$ cat src/hdl/spq_pkg.sv
// ----------------------------------------------------------------------------
// Stable priority queue package
// Shared codes, default sizes and the per-cycle command seen by every cell.
// ----------------------------------------------------------------------------
`default_nettype none

package spq_pkg;

  // Default configuration.
  localparam int unsigned DefaultDepth      = 16;
  localparam int unsigned DefaultPrioBits   = 8;

  // Fixed field widths of the stream payloads.
  localparam int unsigned ValueW     = 32;
  localparam int unsigned PrioInW    = 8;
  localparam int unsigned FillW      = 5;
  localparam int unsigned StatusW    = 2;
  localparam int unsigned InDataW    = 40;
  localparam int unsigned OutDataW   = 80;

  // Request kinds carried on the input tuser bit.
  typedef enum logic {
    ACT_INSERT = 1'b0,
    ACT_REMOVE = 1'b1
  } action_e;

  // Result status codes.
  typedef enum logic [StatusW-1:0] {
    ST_OK    = 2'd0,
    ST_FULL  = 2'd1,
    ST_EMPTY = 2'd2
  } status_e;

  // Command broadcast to the cell chain for one cycle.
  typedef struct packed {
    logic ins;
    logic rem;
  } spq_cmd_t;

endpackage

`default_nettype wire

$ cat src/hdl/spq_cell.sv
// ----------------------------------------------------------------------------
// Stable priority queue cell
// Holds one slot of the sorted queue and trades entries with its neighbors.
// ----------------------------------------------------------------------------
`default_nettype none

module spq_cell
  import spq_pkg::*;
#(
  parameter int unsigned PRIO_W = DefaultPrioBits
) (
  input  wire logic              clk_i,
  input  wire spq_cmd_t          cmd_i,
  input  wire logic              live_i,
  input  wire logic [ValueW-1:0] new_value_i,
  input  wire logic [PRIO_W-1:0] new_prio_i,
  input  wire logic              prev_before_i,
  input  wire logic [ValueW-1:0] prev_value_i,
  input  wire logic [PRIO_W-1:0] prev_prio_i,
  input  wire logic [ValueW-1:0] next_value_i,
  input  wire logic [PRIO_W-1:0] next_prio_i,
  output logic                   before_o,
  output logic [ValueW-1:0]      value_o,
  output logic [PRIO_W-1:0]      prio_o,
  output logic [ValueW-1:0]      value_next_o
);

  logic [ValueW-1:0] value_q, value_d;
  logic [PRIO_W-1:0] prio_q, prio_d;

  // The new entry belongs at or before this slot when the slot is empty or
  // holds a strictly larger priority, so equal priorities keep arrival order.
  assign before_o = !live_i || (prio_q > new_prio_i);

  // Insert shifts toward the tail, removal shifts toward the head.
  always_comb begin
    value_d = value_q;
    prio_d  = prio_q;
    if (cmd_i.ins && before_o) begin
      if (prev_before_i) begin
        value_d = prev_value_i;
        prio_d  = prev_prio_i;
      end else begin
        value_d = new_value_i;
        prio_d  = new_prio_i;
      end
    end else if (cmd_i.rem) begin
      value_d = next_value_i;
      prio_d  = next_prio_i;
    end
  end

  // Slot storage, no reset: slots beyond the fill count are never read.
  always_ff @(posedge clk_i) begin
    value_q <= value_d;
    prio_q  <= prio_d;
  end

  assign value_o      = value_q;
  assign prio_o       = prio_q;
  assign value_next_o = value_d;

endmodule

`default_nettype wire

$ cat src/hdl/stable_priority_queue.sv
// The result of a request is registered and appears in the cycle after the request is accepted.
// Throughput: one request per cycle while the result output is being taken;
// every cell of the chain shifts in the same cycle, so no step is iterative.
// Reset clears the fill count and the result valid; slot contents are left
// as they are and are never read before being written.
// ----------------------------------------------------------------------------
// Stable priority queue
// Sorted bounded queue built as a chain of cells, lowest priority at the head.
// ----------------------------------------------------------------------------
`default_nettype none

module stable_priority_queue
  import spq_pkg::*;
#(
  parameter int unsigned DEPTH         = DefaultDepth,
  parameter int unsigned PRIORITY_BITS = DefaultPrioBits
) (
  input  wire logic                clk_i,
  input  wire logic                rst_ni,
  input  wire logic                s_axis_tvalid,
  output logic                     s_axis_tready,
  // tdata: [31:0] item_value, [39:32] item_priority
  input  wire logic [InDataW-1:0]  s_axis_tdata,
  // tuser: [0] action
  input  wire logic                s_axis_tuser,
  output logic                     m_axis_tvalid,
  input  wire logic                m_axis_tready,
  // tdata: [31:0] taken_value, [32] taken_valid, [64:33] front_value,
  //        [65] queue_empty, [70:66] fill_count, [72:71] status, rest zero
  output logic [OutDataW-1:0]      m_axis_tdata
);

  localparam int unsigned CountW = $clog2(DEPTH + 1);
  localparam int unsigned PadW   = OutDataW - (2 * ValueW + 2 + FillW + StatusW);

  logic [CountW-1:0]        count_q, count_d;
  logic                     out_valid_q;
  logic [OutDataW-1:0]      out_data_q, out_data_d;
  logic                     accept;
  logic                     full, empty;
  spq_cmd_t                 cmd;
  status_e                  status;
  logic [ValueW-1:0]        new_value;
  logic [PRIORITY_BITS-1:0] new_prio;
  logic [ValueW-1:0]        front_value;

  logic [DEPTH-1:0]         ins_here;
  logic [ValueW-1:0]        cell_value [DEPTH];
  logic [PRIORITY_BITS-1:0] cell_prio  [DEPTH];
  logic [ValueW-1:0]        cell_value_next [DEPTH];

  // A request enters whenever the result register is free or being drained.
  assign s_axis_tready = !out_valid_q || m_axis_tready;
  assign accept        = s_axis_tvalid && s_axis_tready;

  assign new_value = s_axis_tdata[ValueW-1:0];
  assign new_prio  = PRIORITY_BITS'(s_axis_tdata[ValueW +: PrioInW]);
  assign full      = (count_q == CountW'(DEPTH));
  assign empty     = (count_q == '0);

  // Decode the request into a chain command and a status.
  always_comb begin
    cmd     = '0;
    status  = ST_OK;
    count_d = count_q;
    if (accept) begin
      if (action_e'(s_axis_tuser) == ACT_INSERT) begin
        if (full) begin
          status = ST_FULL;
        end else begin
          cmd.ins = 1'b1;
          count_d = count_q + CountW'(1);
        end
      end else begin
        if (empty) begin
          status = ST_EMPTY;
        end else begin
          cmd.rem = 1'b1;
          count_d = count_q - CountW'(1);
        end
      end
    end
  end

  // Cell chain: slot 0 is the head.
  for (genvar i = 0; i < DEPTH; i++) begin : g_cell
    logic                     prev_before;
    logic [ValueW-1:0]        prev_value, next_value;
    logic [PRIORITY_BITS-1:0] prev_prio, next_prio;
    logic                     live;

    assign live = (CountW'(i) < count_q);

    if (i == 0) begin : g_head
      assign prev_before = 1'b0;
      assign prev_value  = new_value;
      assign prev_prio   = new_prio;
    end else begin : g_body
      assign prev_before = ins_here[i-1];
      assign prev_value  = cell_value[i-1];
      assign prev_prio   = cell_prio[i-1];
    end

    if (i == DEPTH - 1) begin : g_tail
      assign next_value = cell_value[i];
      assign next_prio  = cell_prio[i];
    end else begin : g_mid
      assign next_value = cell_value[i+1];
      assign next_prio  = cell_prio[i+1];
    end

    spq_cell #(
      .PRIO_W (PRIORITY_BITS)
    ) u_cell (
      .clk_i         (clk_i),
      .cmd_i         (cmd),
      .live_i        (live),
      .new_value_i   (new_value),
      .new_prio_i    (new_prio),
      .prev_before_i (prev_before),
      .prev_value_i  (prev_value),
      .prev_prio_i   (prev_prio),
      .next_value_i  (next_value),
      .next_prio_i   (next_prio),
      .before_o      (ins_here[i]),
      .value_o       (cell_value[i]),
      .prio_o        (cell_prio[i]),
      .value_next_o  (cell_value_next[i])
    );
  end

  // Head after this step, all ones when the queue ends up empty.
  assign front_value = (count_d == '0) ? {ValueW{1'b1}} : cell_value_next[0];

  // Assemble the result.
  always_comb begin
    out_data_d = {
      {PadW{1'b0}},
      status,
      FillW'(count_d),
      (count_d == '0),
      front_value,
      cmd.rem,
      (cmd.rem ? cell_value[0] : {ValueW{1'b0}})
    };
  end

  // Fill count and result valid.
  always_ff @(posedge clk_i or negedge rst_ni) begin
    if (!rst_ni) begin
      count_q     <= '0;
      out_valid_q <= 1'b0;
    end else begin
      count_q <= count_d;
      if (accept) begin
        out_valid_q <= 1'b1;
      end else if (m_axis_tready) begin
        out_valid_q <= 1'b0;
      end
    end
  end

  // Result payload.
  always_ff @(posedge clk_i) begin
    if (accept) begin
      out_data_q <= out_data_d;
    end
  end

  assign m_axis_tvalid = out_valid_q;
  assign m_axis_tdata  = out_data_q;

endmodule

`default_nettype wire

$ cat config.mk
export PLATFORM = sky130hd
export DESIGN_NAME = stable_priority_queue
export DESIGN_NICKNAME = d
export VERILOG_FILES = /design/src/hdl/spq_pkg.sv /design/src/hdl/spq_cell.sv /design/src/hdl/stable_priority_queue.sv
export SDC_FILE = /design/constraint.sdc
export NUM_CORES = 2
export LEC_CHECK = 0
export BUFFER_PORTS_ARGS = -buffer_cell sky130_fd_sc_hd__buf_2
export CORE_MARGIN = 2
export CORE_UTILIZATION = 40
export CTS_CLUSTER_SIZE = 8
export DETAILED_ROUTE_END_ITERATION = 6
export MAX_ROUTING_LAYER = met4
export PLACE_DENSITY = 0.65
export RECOVER_POWER = 100
export SLEW_MARGIN = 10
export SYNTH_ARGS = -nofsm -noshare
export SYNTH_HDL_FRONTEND = slang
export SYNTH_SLANG_ARGS = --single-unit
$ cat constraint.sdc
create_clock -name clk_i -period 13.6 [get_ports clk_i]
set_input_delay 1.36 -clock clk_i [delete_from_list [all_inputs] [get_ports clk_i]]
set_output_delay 1.36 -clock clk_i [all_outputs]
set_load 0.03 [all_outputs]
Yosys cells after proc, flatten, opt, wreduce, memory -nomap -nowiden
Cells that the tools add are included.
{"block": "op_classes", "n_reduce_logical": 69, "add_sub_neg": 2, "magnitude_cmp": 32, "muxes": 104, "n_eq_ne": 1}
{"op": "32-bit two-way mux", "count": 45}
{"op": "8-bit two-way mux", "count": 45}
{"op": "8-bit > comparator", "count": 16}
{"op": "4-bit by 5-bit < comparator with 1-bit output (first input constant)", "count": 8}
{"op": "2-bit nonzero test", "count": 16}
{"op": "3-bit by 5-bit < comparator with 1-bit output (first input constant)", "count": 4}
{"op": "5-bit two-way mux", "count": 4}
{"op": "1-bit logical AND", "count": 17}
{"op": "1-bit zero test", "count": 17}
{"op": "1-bit logical OR", "count": 17}
{"op": "5-bit zero test", "count": 2}
{"op": "1-bit by 5-bit < comparator with 1-bit output (first input constant)", "count": 2}
{"op": "2-bit by 5-bit < comparator with 1-bit output (first input constant)", "count": 2}
{"op": "1-bit two-way mux", "count": 7}
{"op": "2-bit two-way mux", "count": 3}
{"op": "5-bit by 1-bit adder with 5-bit output (second input constant)", "count": 1}
{"op": "5-bit == test (second input constant)", "count": 1}
{"op": "5-bit by 1-bit subtractor with 5-bit output (second input constant)", "count": 1}
{"block": "totals", "in_bits": 45, "output_inout_bits": 82, "regBits": 719, "elab_cells": 245}

Longest topological paths before layout
{"block": "depth", "ltp_word": 6, "mapped_depth": 13, "depth_no_buf": 8}

Cells and area by module
Synthesis repeated with hierarchy kept, for this count alone.
{"block": "hier_totals", "cells_unflattened": 3586, "area_unflattened_um2": 41228.3}
{"mod": "spq_cell at g_cell[1].u_cell ...", "area_each_um2": 2331.0, "seq_area_each_um2": 880.8, "n_inst": 9, "cells_per_inst": 208}
{"mod": "spq_cell at g_cell[0].u_cell ...", "area_each_um2": 2366.0, "seq_area_each_um2": 880.8, "n_inst": 7, "cells_per_inst": 208}
{"mod": "stable_priority_queue", "area_each_um2": 3687.3, "seq_area_each_um2": 2342.2, "n_inst": 1, "cells_per_inst": 258}

Least setup slack after synthesis
OpenSTA, ideal clock, no wires.
{"block": "synth_timing", "kind": "input -> register", "from": "in s_axis_tdata[35]", "to": "reg g_cell[13].u_cell.prio_q[0], enable pin", "setup_ns": 0.493, "arrival_time_ns": 5.691, "n_path_buf": 1, "t_required_ns": 13.107, "path_slack_ns": 7.416, "stages": 8, "cell_sequence": "inv_1 -> ha_1 -> and4_1 -> nor2b_1 -> a21oi_1 -> nor3_2 -> buf_2 -> o21ai_0"}
{"block": "synth_via", "elab_chain_cells": 4}
{"element": "start, declared", "line": "stable_priority_queue.sv:23", "source": "input wire logic [InDataW-1:0] s_axis_tdata,"}
{"element": "8-bit > comparator", "line": "spq_cell.sv:33", "source": "assign before_o = !live_i || (prio_q > new_prio_i);"}
{"element": "1-bit logical OR", "line": "spq_cell.sv:33"}
{"element": "1-bit logical AND", "line": "spq_cell.sv:39", "source": "if (cmd_i.ins && before_o) begin"}
{"element": "2-bit nonzero test (no line)"}
{"element": "end signal, assigned", "line": "spq_cell.sv:56", "source": "prio_q <= prio_d;"}
{"element": "end, declared", "line": "spq_cell.sv:29", "source": "logic [PRIO_W-1:0] prio_q, prio_d;"}
No other way between the ends.
A chain may end at the register's enable or synchronous reset.

Final worst setup path
{"block": "layout_timing", "from": "reg count_q[1]", "to": "reg g_cell[7].u_cell.prio_q[4] (data pin)"}
{"block": "layout_via", "elab_chain_cells": 6}
{"element": "start, declared", "line": "stable_priority_queue.sv:36", "source": "logic [CountW-1:0] count_q, count_d;"}
{"element": "start signal, assigned", "line": "stable_priority_queue.sv:154", "source": "count_q <= count_d;"}
{"element": "branches (longest 5 deep; another with 3-bit by 5-bit < comparator with 1-bit output)"}
{"element": "8-bit two-way mux *", "line": "spq_cell.sv:39"}
{"element": "named net g_cell[7].u_cell.prio_d[4]", "line": "spq_cell.sv:29"}
{"element": "end signal, assigned", "line": "spq_cell.sv:56"}
{"element": "end, declared", "line": "spq_cell.sv:29"}
Mark *: on every way through the listed nets, which the timed path passes.

==> results.json <==
{
  "synthArstFlopShare": 0.008345,
  "power.density_nw_per_um2": 189.7,
  "synth_edf_count": 681,
  "first_global_vias": 27240,
  "pre_cts_ws_ps": 7892,
  "yosysMostFrequentCell": "edfxtp_1",
  "post_cts_buffers": 0,
  "p_leak_nw": 16.53,
  "fin_nets": 3586,
  "grt_overflow": 0,
  "design.portCount": 127,
  "stdcell_count": 4755,
  "synth_cell_types": 65,
  "maxSlewHeadroom": -1.878,
  "crit_path_end_kind": "flop",
  "drt_iter0_drc": 2747,
  "synth_area_leader_cell": "edfxtp_1",
  "critPathSlowestCell": "clkbuf_1",
  "drive_above_1_share": 0.09232,
  "hold_viol": 0,
  "hold_buffers": 0,
  "timing.final.ws_setup_ps": 4530,
  "core_area_um2": 96280,
  "ys_warn_count": 0,
  "insertion_delay_ps": 680,
  "drt_first_pass_iters": 5,
  "start_kind": "flop",
  "htree_levels": 3,
  "p_comb_frac": 0.313,
  "timing.final.crit_share": 0.6669,
  "wl_per_cell_um": 23.92,
  "worstMarginPinSlew_ps": 4317,
  "route.vias.total": 27550,
  "grt_pass1_wl_um": 171300,
  "cp_cell_sequence": "inv_1 > ha_1 > or3b_1 > o2111ai_1 > clkbuf_1 > clkbuf_1 > or2_2 > clkbuf_1 > o21ai_0",
  "ctsResizeCount": 0,
  "crit_fanout": 43,
  "worstSetupPathType": "reg -> reg",
  "ir_worst_vdd_mv": 0.1124,
  "placedCellCount": 4583,
  "areaGrowthSynthToFinish_pct": 10.29,
  "ys_top_cells_by_area": "edfxtp_1 (53%), mux2i_1 (13%), o21ai_0 (5.9%)",
  "clockRootBuffer": "clkbuf_16",
  "dp_hpwl_um": 67720,
  "fp-row-count": 114,
  "max_stage_delay_ps": 1900,
  "io_buffers": 119,
  "die-area_um2": 99190,
  "start_util": 0.4017,
  "clockPowerShare": 0.290,
  "ctsLongestPathBuffers": 3,
  "die_x_um": 314.9,
  "placed_area_um2": 40270,
  "ys.flop_type": "edfxtp_1",
  "min_path_type": "reg -> reg",
  "cap_viol_max_count": 45,
  "slew_violations": 1740,
  "skew_ps": 37.09,
  "grt_max_degree": 82,
  "route.detailed.drc": 0,
  "wirelength_um": 113700,
  "routabilityCongestion": 0.9102,
  "swShare": 0.3440,
  "die_y_um": 314.9,
  "seqPwrFrac": 0.397,
  "rsz0062_at_grt": "no",
  "clock_sinks": 719,
  "antenna_found_initial": 3,
  "worstPathArrival_ps": 9380,
  "synth_top_area_frac": 0.5288,
  "detail-route-antenna-nets": 0,
  "netlist_instances": 3388,
  "cts_tree": "built",
  "fin_crit_ps": 9070,
  "outcome": "finished with violations",
  "grtUsageTotal": 0.2332,
  "design_area_um2": 42650,
  "synth_seq_area_share": 0.5492,
  "synth_area_per_cell_um2": 11.42,
  "switching_power_mw": 2.783,
  "ys_seq_elements": 719,
  "tns_ps": 0,
  "netlist_area_um2": 38670,
  "cts.clk_slew.worst_paths_ps": 50,
  "ys_top_cells_by_count": "edfxtp_1 (681), mux2i_1 (502), o21ai_0 (456)",
  "viasPerCell": 5.793,
  "cts_made_buffers": 100,
  "setup_viol": 0,
  "violations": "capacitance limit, slew limit",
  "cpMostUsedCell": "clkbuf_1",
  "intPower_mw": 5.308,
  "crit_required_ps": 13910,
  "fmax_mhz": 110.3,
  "power_mw": 8.091
}
==> sequential cells by signal, indices dropped and copies added (netlist names) <==
signal                 count
g_cell.u_cell.value_o    512
g_cell.u_cell.prio_o     128
m_axis_tdata              73
count_q                    5
m_axis_tvalid              1
==> final timing paths <==
path / startpoint / to / slack (ps) / cells past startpoint
min in group asynchronous: rst_ni / count_q[0] / 560 / 1
worst min-delay path: g_cell[15].u_cell.value_o[17] / g_cell[14].u_cell.value_o[17] / 520 / 1
max in group asynchronous: rst_ni / count_q[4] / 12800 / 1
worst max-delay path: count_q[1] / g_cell[7].u_cell.prio_o[4] / 4530 / 9
worst min register to register: g_cell[15].u_cell.value_o[17] / g_cell[14].u_cell.value_o[17] / 520 / 1
worst max register to register: count_q[1] / g_cell[7].u_cell.prio_o[4] / 4530 / 9
==> cells by family (layout without fill, tap and decap cells) <==
kind of cell,Yosys count,count (layout),share of synthesized area
AO/OA/AOI/OAI,808,808,0.1153
XOR/XNOR,2,2,0.0006472
adder cells (fa/ha/maj),132,132,0.04270
buffers and inverters,299,382,0.03695
flip-flops,719,719,0.5492
multiplexers,621,621,0.1646
other,1,9,0.00009696
AND/OR/NAND/NOR,806,806,0.09052
==> cell type report <==
type | count | area [um2]
diodes | 2 | 5.005
clock buffers | 161 | 2731
clock inverters | 9 | 152.6
fillers | 8957 | 53630
inverters | 35 | 132.6
multi-input cells | 2376 | 16000
flip-flops and latches | 719 | 21240
well taps | 1276 | 1597
repair buffers | 177 | 792.0
==> layout by cell type, fill, tap and decap left out, types with 28 or more instances in the layout <==
master     netlist  layout
edfxtp_1       681     681
mux2i_1        502     502
o21ai_0        456     496
nand2_1        384     381
a21oi_1        236     236
nor2_1         237     234
clkbuf_1       122     176
ha_1           132     132
mux2_2         108     107
clkbuf_16        0     100
buf_2          109      42
and3_1          34      34
inv_1           32      32
dfxtp_1         32      32
nand4_1         28      28
==> layer usage <==
metal,vias up,global-route usage,part of all wire
met4,0,0.07933,0.032
met2,1167,0.3563,0.45
met5,-,-,0
met3,216,0.04052,0.083
met1,13640,0.3138,0.43
li1,12520,-,-
==> stage by stage <==
stage	util	hold WS (ps)
final	0.4430	516.5
after floorplan	-	501.3
after global routing	0.4430	540.6
after detailed placement	0.4182	517.4
after global placement	0.4182	504.9
after CTS	0.4482	475.6
==> power by group through the flow <==
| stage | combinational (mW) | sequential, mW | clock [mW] |
|---|---|---|---|
| 6_report | 2.53 | 3.21 | 2.35 |
| 5_1_grt | 2.72 | 3.25 | 2.48 |
| 3_3_place_gp | 2.43 | 3.22 | 0 |
| 4_1_cts | 2.48 | 3.19 | 2.38 |
| 2_1_floorplan | 1.76 | 3.18 | 0 |
| 3_5_place_dp | 2.48 | 3.23 | 0 |
==> worst max-delay path, delay by kind of cell, from the launching register on <==
kind / cells / cell delay [ps]
AO/OA/AOI/OAI: 2 / 1290
flip-flops: 1 / 580
buffers and inverters: 4 / 5720
AND/OR/NAND/NOR: 2 / 850
adder cells (fa/ha/maj): 1 / 200
(Power assumes the default switching activity.)
